===== config.mk =====
export PLATFORM = sky130hd
export DESIGN_NAME = vdhf_quant
export DESIGN_NICKNAME = d
export VERILOG_FILES = /design/src/vdhf_pkg.sv /design/src/vdhf_quant.sv
export SDC_FILE = /design/constraint.sdc
export NUM_CORES = 2
export LEC_CHECK = 0
export ABC_AREA = 1
export BUFFER_PORTS_ARGS = -buffer_cell sky130_fd_sc_hd__buf_2
export CORE_MARGIN = 3
export CORE_UTILIZATION = 45
export DETAILED_ROUTE_END_ITERATION = 8
export GPL_TIMING_DRIVEN = 0
export HOLD_SLACK_MARGIN = 0.12
export SLEW_MARGIN = 20
export SYNTH_ARGS = -nofsm -noshare
export SYNTH_HDL_FRONTEND = slang
export SYNTH_SLANG_ARGS = --single-unit
export TNS_END_PERCENT = 20

===== constraint.sdc =====
create_clock -name clk -period 16.5 [get_ports clk]
set_input_delay 4.95 -clock clk [delete_from_list [all_inputs] [get_ports clk]]
set_output_delay 4.95 -clock clk [all_outputs]
set_load 0.02 [all_outputs]

===== src/vdhf_pkg.sv =====
// ----------------------------------------------------------------------------
// vdhf_pkg: shared types and constants of the voxel density histogram filter
// Field types, configuration register indexes, grid geometry and the internal
// request that passes from the quantizer to the count store.
// ----------------------------------------------------------------------------
package vdhf_pkg;

	localparam int GRID_X_MAX  = 128;
	localparam int GRID_Y_MAX  = 64;
	localparam int GRID_Z_MAX  = 64;
	localparam int COUNT_WIDTH = 24;

	localparam int X_BITS    = $clog2(GRID_X_MAX);
	localparam int Y_BITS    = $clog2(GRID_Y_MAX);
	localparam int Z_BITS    = $clog2(GRID_Z_MAX);
	localparam int ADDR_BITS = X_BITS + Y_BITS + Z_BITS;
	localparam int CELLS     = 1 << ADDR_BITS;

	localparam logic [COUNT_WIDTH-1:0] COUNT_MAX = '1;
	localparam int ENTRY_W = 2 * COUNT_WIDTH;

	localparam int COORD_W = 24;
	localparam int INV_W   = 16;
	localparam int DIFF_W  = COORD_W + 1;
	localparam int PROD_W  = DIFF_W + INV_W + 1;
	localparam int FRAC_W  = 24;
	localparam int IDX_W   = PROD_W - FRAC_W;
	localparam int LIM_W   = 11;

	localparam int CFG_DATA_W  = 24;
	localparam int CFG_INDEX_W = 3;

	typedef enum logic [CFG_INDEX_W-1:0] {
		REG_ORIGIN_X     = 3'd0,
		REG_ORIGIN_Y     = 3'd1,
		REG_ORIGIN_Z     = 3'd2,
		REG_INVERSE_CELL = 3'd3,
		REG_CELLS_X      = 3'd4,
		REG_CELLS_Y      = 3'd5,
		REG_CELLS_Z      = 3'd6
	} reg_idx_e;

	typedef enum logic {
		OP_ADD   = 1'b0,
		OP_QUERY = 1'b1
	} op_e;

	typedef enum logic {
		ST_CLEAR = 1'b0,
		ST_RUN   = 1'b1
	} st_e;

	typedef struct packed {
		logic signed [COORD_W-1:0] origin_x;
		logic signed [COORD_W-1:0] origin_y;
		logic signed [COORD_W-1:0] origin_z;
		logic [INV_W-1:0]          inverse_cell;
		logic [7:0]                cells_x;
		logic [6:0]                cells_y;
		logic [6:0]                cells_z;
	} cfg_t;

	typedef struct packed {
		op_e                       operation;
		logic signed [COORD_W-1:0] coord_x;
		logic signed [COORD_W-1:0] coord_y;
		logic signed [COORD_W-1:0] coord_z;
		logic                      first_half;
		logic [6:0]                query_x;
		logic [5:0]                query_y;
		logic [5:0]                query_z;
	} cmd_t;

	typedef struct packed {
		logic                   in_grid;
		logic [6:0]             bin_x;
		logic [5:0]             bin_y;
		logic [5:0]             bin_z;
		logic [COUNT_WIDTH-1:0] early_count;
		logic [COUNT_WIDTH-1:0] total_count;
		logic                   keep_cell;
	} rsp_t;

	typedef struct packed {
		logic              valid;
		op_e               operation;
		logic              first_half;
		logic              access;
		logic              in_grid;
		logic [X_BITS-1:0] bin_x;
		logic [Y_BITS-1:0] bin_y;
		logic [Z_BITS-1:0] bin_z;
	} req_t;

endpackage


===== src/vdhf_quant.sv =====
// ----------------------------------------------------------------------------
// vdhf_quant: three-stage voxel quantizer
// Subtracts the grid origin, scales by the inverse cell edge and floors each
// axis, then checks the indices against the grid in use.
// ----------------------------------------------------------------------------
module vdhf_quant (
	input  logic          clk,
	input  logic          arst_n,
	input  logic          valid,
	input  vdhf_pkg::cmd_t cmd,
	input  vdhf_pkg::cfg_t cfg,
	output vdhf_pkg::req_t req
);
	import vdhf_pkg::*;

	logic                     valid_s1, valid_s2;
	cmd_t                     cmd_s1, cmd_s2;
	logic signed [DIFF_W-1:0] dx_s1, dy_s1, dz_s1;
	logic signed [PROD_W-1:0] px_s2, py_s2, pz_s2;
	logic signed [INV_W:0]    inv_s;
	logic [LIM_W-1:0]         lim_x, lim_y, lim_z;
	logic                     ok_x, ok_y, ok_z, q_ok;
	req_t                     req_d, req_s3;

	always_ff @(posedge clk or negedge arst_n) begin
		if (!arst_n) begin
			valid_s1 <= 1'b0;
			valid_s2 <= 1'b0;
		end else begin
			valid_s1 <= valid;
			valid_s2 <= valid_s1;
		end
	end

	always_ff @(posedge clk) begin
		cmd_s1 <= cmd;
		dx_s1  <= DIFF_W'(cmd.coord_x) - DIFF_W'(cfg.origin_x);
		dy_s1  <= DIFF_W'(cmd.coord_y) - DIFF_W'(cfg.origin_y);
		dz_s1  <= DIFF_W'(cmd.coord_z) - DIFF_W'(cfg.origin_z);
		cmd_s2 <= cmd_s1;
		px_s2  <= PROD_W'(dx_s1) * PROD_W'(inv_s);
		py_s2  <= PROD_W'(dy_s1) * PROD_W'(inv_s);
		pz_s2  <= PROD_W'(dz_s1) * PROD_W'(inv_s);
	end

	assign inv_s = $signed({1'b0, cfg.inverse_cell});

	assign lim_x = (LIM_W'(cfg.cells_x) > LIM_W'(GRID_X_MAX)) ? LIM_W'(GRID_X_MAX)
		: LIM_W'(cfg.cells_x);
	assign lim_y = (LIM_W'(cfg.cells_y) > LIM_W'(GRID_Y_MAX)) ? LIM_W'(GRID_Y_MAX)
		: LIM_W'(cfg.cells_y);
	assign lim_z = (LIM_W'(cfg.cells_z) > LIM_W'(GRID_Z_MAX)) ? LIM_W'(GRID_Z_MAX)
		: LIM_W'(cfg.cells_z);

	assign ok_x = !px_s2[PROD_W-1] && (px_s2[PROD_W-1:FRAC_W] < IDX_W'(lim_x));
	assign ok_y = !py_s2[PROD_W-1] && (py_s2[PROD_W-1:FRAC_W] < IDX_W'(lim_y));
	assign ok_z = !pz_s2[PROD_W-1] && (pz_s2[PROD_W-1:FRAC_W] < IDX_W'(lim_z));

	assign q_ok = (32'(cmd_s2.query_x) < GRID_X_MAX) && (32'(cmd_s2.query_y) < GRID_Y_MAX)
		&& (32'(cmd_s2.query_z) < GRID_Z_MAX);

	always_comb begin
		req_d            = '0;
		req_d.valid      = valid_s2;
		req_d.operation  = cmd_s2.operation;
		req_d.first_half = cmd_s2.first_half;
		if (cmd_s2.operation == OP_ADD) begin
			req_d.in_grid = ok_x && ok_y && ok_z;
			req_d.access  = req_d.in_grid;
			if (req_d.in_grid) begin
				req_d.bin_x = px_s2[FRAC_W +: X_BITS];
				req_d.bin_y = py_s2[FRAC_W +: Y_BITS];
				req_d.bin_z = pz_s2[FRAC_W +: Z_BITS];
			end
		end else begin
			req_d.access = q_ok;
			req_d.bin_x  = X_BITS'(cmd_s2.query_x);
			req_d.bin_y  = Y_BITS'(cmd_s2.query_y);
			req_d.bin_z  = Z_BITS'(cmd_s2.query_z);
		end
	end

	always_ff @(posedge clk or negedge arst_n) begin
		if (!arst_n) begin
			req_s3 <= '0;
		end else begin
			req_s3 <= req_d;
		end
	end

	assign req = req_s3;

endmodule


==> summary.md <==
| Metric | Value |
|---|---|
| Grt total ovfl | `0` |
| RSZ-0062 raised after global routing | `no` |
| CP Data Arrival Time | `~12 ns` |
| Hold Crit Endpoint | `cmd_s2[10]$_DFF_P_` |
| Setup TNS | `0 ns` |
| Critical Path Source Type | `primary input` |
| Vias per cell | `about 5` |
| Synth area leader | `fa_1` |
| WL final | `182000 um` |
| Fraction of layout cells with a size suffix above 1 | `0.0391` |
| Vias in the first global route | `approximately 48000` |
| Status | `complete, no violations` |
| Hpwl dp | `between 150000 and 200000 um` |
| Tot GR Track Use | `0.296` |
| Synth Register Bits | `about 200` |
| Top_reg_cell synth | `dfxtp_1` |
| Final Instance Count excl. Fillers | `around 9200` |
| Clock Latency Late Sink | `between 0.5 and 0.6 ns` |
| Die span in x | `roughly 360 um` |
| Asr flop ratio synth | `0.132` |
| Hold Path Depth | `0` |
| CTS Buffer Depth | `2` |
| Buffers added on ports | `213` |
| Crit Path Category | `in -> reg` |
| CORE AREA | `~0.12 mm2` |
| Hold Path Class | `reg -> reg` |
| Synth cell count leaders | `2213 x inv_1, 2048 x nand2_1, 1170 x fa_1` |
| Residual DRC | `0` |
| DRT Pass-1 Iters | `8` |
| Max-cap violations | `0` |
| Iter 0 DRT Violations | `3565` |
| RePlAce Congestion | `roughly 1` |
| Max Clock Skew | `0.0237 ns` |
| Worst-Margin Slew | `roughly 1.2 ns` |
| First-pass GRT wire length | `about 280000 um` |
| Final setup fails | `0` |
| Worst slew margin | `0.177` |
| Reg-to-reg slack, setup | `9.72 ns` |
| Chip height | `approximately 360 um` |
| Critical R2R Capture | `py_s2[41]$_DFF_P_` |
| Warnings, synthesis | `0` |
| Slowest CP cell | `buf_1` |
| Final min period | `between 10 and 15 ns` |
| Final layout net count | `approximately 9400` |
| Syn Area/Cell | `about 7.5 um2` |
| Tcrit/Tclk final | `0.692` |
| Post-CTS Setup Bufs | `0` |
| CP Capture Type | `flop` |
| Register area share after synthesis | `0.0738` |
| Dpl cells | `between 9000 and 10000` |
| # rows | `127` |
| Antenna-violating nets left | `0` |
| CTS sink cnt | `just under 200` |
| Final hold vios | `0` |
| H-tree depth | `4` |
| F_max | `between 80 and 90 MHz` |
| Top-area cell type share of the netlist area | `0.424` |
| Fillers | `about 12000` |
| CTS tree | `built` |
| Synth cell types | `41` |
| Clk slew on worst S/H paths | `roughly 0.090 ns` |
| Pin count of the biggest net entering global routing | `27` |
| P&R area growth vs syn | `6.84%` |
| CTS Buf Count | `17` |
| Post-CTS Hold Fix Bufs | `0` |
| Mean routed wirelength per cell | `a little under 20 um` |
| CTS resizes | `0` |
| Worst reg2reg startpoint | `dy_s1[24]$_DFF_P_` |
| Slew Limit Fails | `0` |
| Most numerous cell on the critical path | `fa_1` |
| Initial antenna violation count | `12` |
| Number of I/O pins | `230` |
| Crit Path Max Fanout | `10` |
| Crit path cell chain | `clkbuf_2 -> buf_1 -> nand2_1 -> fa_1 -> fa_1 -> inv_1 -> fa_1 -> inv_1 -> fa_1 -> fa_1 -> fa_1 -> inv_1 -> ha_1 -> a21oi_1 -> a21boi_0 -> nand2_1 -> a21oi_1 -> nand3_1 -> nand2_1 -> nand2_1` |
| Most common cell in the netlist | `inv_1` |
| Initial core utilization | `0.457` |
| DIE AREA | `roughly 0.13 mm2` |
| Crit path largest cell delay | `0.82 ns` |
| Hold path startpoint | `cmd_s1[10]$_DFF_P_` |
| Net count after synthesis | `a little over 9000` |
| CTS root buffer | `clkbuf_16` |
| Synth area leaders | `fa_1 42%, inv_1 15%, nand2_1 14%, ha_1 8.9%, dfxtp_1 6.2%` |
| Worst Path Required | `about 17 ns` |
| Vias | `between 40000 and 50000` |
| Register-to-Register Path Depth | `20` |
| Mapped Cells | `between 7000 and 8000` |
| Cell Area, Synth | `about 0.055 mm2` |
| EDFF count, synth | `0` |
layout make-up:
class | instances | area, um2 | share of cell area
multi-input cells | 4689 | 41700 | 0.708
inverters | 2216 | 8320 | 0.141
flip-flops and latches | 197 | 4070 | 0.0691
well taps | 1612 | 2020 | 0.0342
plain buffers | 278 | 1110 | 0.0188
repair buffers | 214 | 1090 | 0.0184
clock buffers | 17 | 425 | 0.00721
clock inverters | 15 | 206 | 0.00350
diodes | 3 | 7.51 | 0.000127
state kept, by name (all words and copies together) (netlist names):
register  flops
cmd_s1       21
req          24
px_s2        18
valid_s2      1
py_s2        18
valid_s1      1
dy_s1        25
cmd_s2       21
pz_s2        18
dz_s1        25
dx_s1        25
metrics by stage:
step	instance area, um2	worst slack [ns]	util	hold slack, ns
after floorplan	55200	6.30	-	0.310
after global placement	58300	4.13	0.483	0.311
after detailed placement	58300	4.64	0.483	0.312
after CTS	59000	5.25	0.488	0.324
after global routing	59000	4.80	0.488	0.332
final	59000	5.08	0.488	0.331
how the worst max path moves through the flow:
stage,startpoint,to,slack [ns],cells past startpoint
detailed placement,cfg[26],py_s2[41]$_DFF_P_,4.64,20
global placement,cfg[27],pz_s2[33]$_DFF_P_,4.13,23
CTS,cfg[26],py_s2[41]$_DFF_P_,5.25,20
floorplan,cfg[25],py_s2[40]$_DFF_P_,6.30,20
finish,cfg[26],py_s2[41]$_DFF_P_,5.08,20
global route,cfg[26],py_s2[41]$_DFF_P_,4.80,20
cells by family after synthesis:
logic type,count (synthesis),share of synthesized area
flops,197,0.0738
buf+inv,2494,0.170
xor+xnor,85,0.0135
compound gates,395,0.0398
simple gates,2645,0.189
fa+ha+maj,1564,0.514
layout by cell type, fill, tap and decap left out, types with 26 or more instances in the layout:
cell type,n
inv_1,2213
nand2_1,2048
fa_1,1170
ha_1,394
nor2_1,316
clkbuf_1,229
buf_2,219
a21oi_1,216
dfxtp_1,171
nand3_1,148
o21ai_0,103
xor2_1,57
nor3_1,48
nand4_1,42
o21bai_1,34
xnor2_1,28
dfrtp_1,26
layer usage:
layer	routed length (um)	GRT usage	vias to the layer above
met4	8530	0.122	10
met3	16900	0.0665	357
met2	80700	0.468	1768
li1	-	-	21300
met5	75	0	-
met1	75500	0.394	22500
critical path, delay by kind of cell:
| kind | cells | cell delay [ns] |
|---|---|---|
| compound gates | 3 | 0.82 |
| simple gates | 5 | 0.50 |
| fa+ha+maj | 7 | 3.64 |
| buf+inv | 5 | 1.93 |
Power is left out: the tool's default activity adds up to more than one toggle a clock period on the data nets, which glitch-free logic cannot reach.
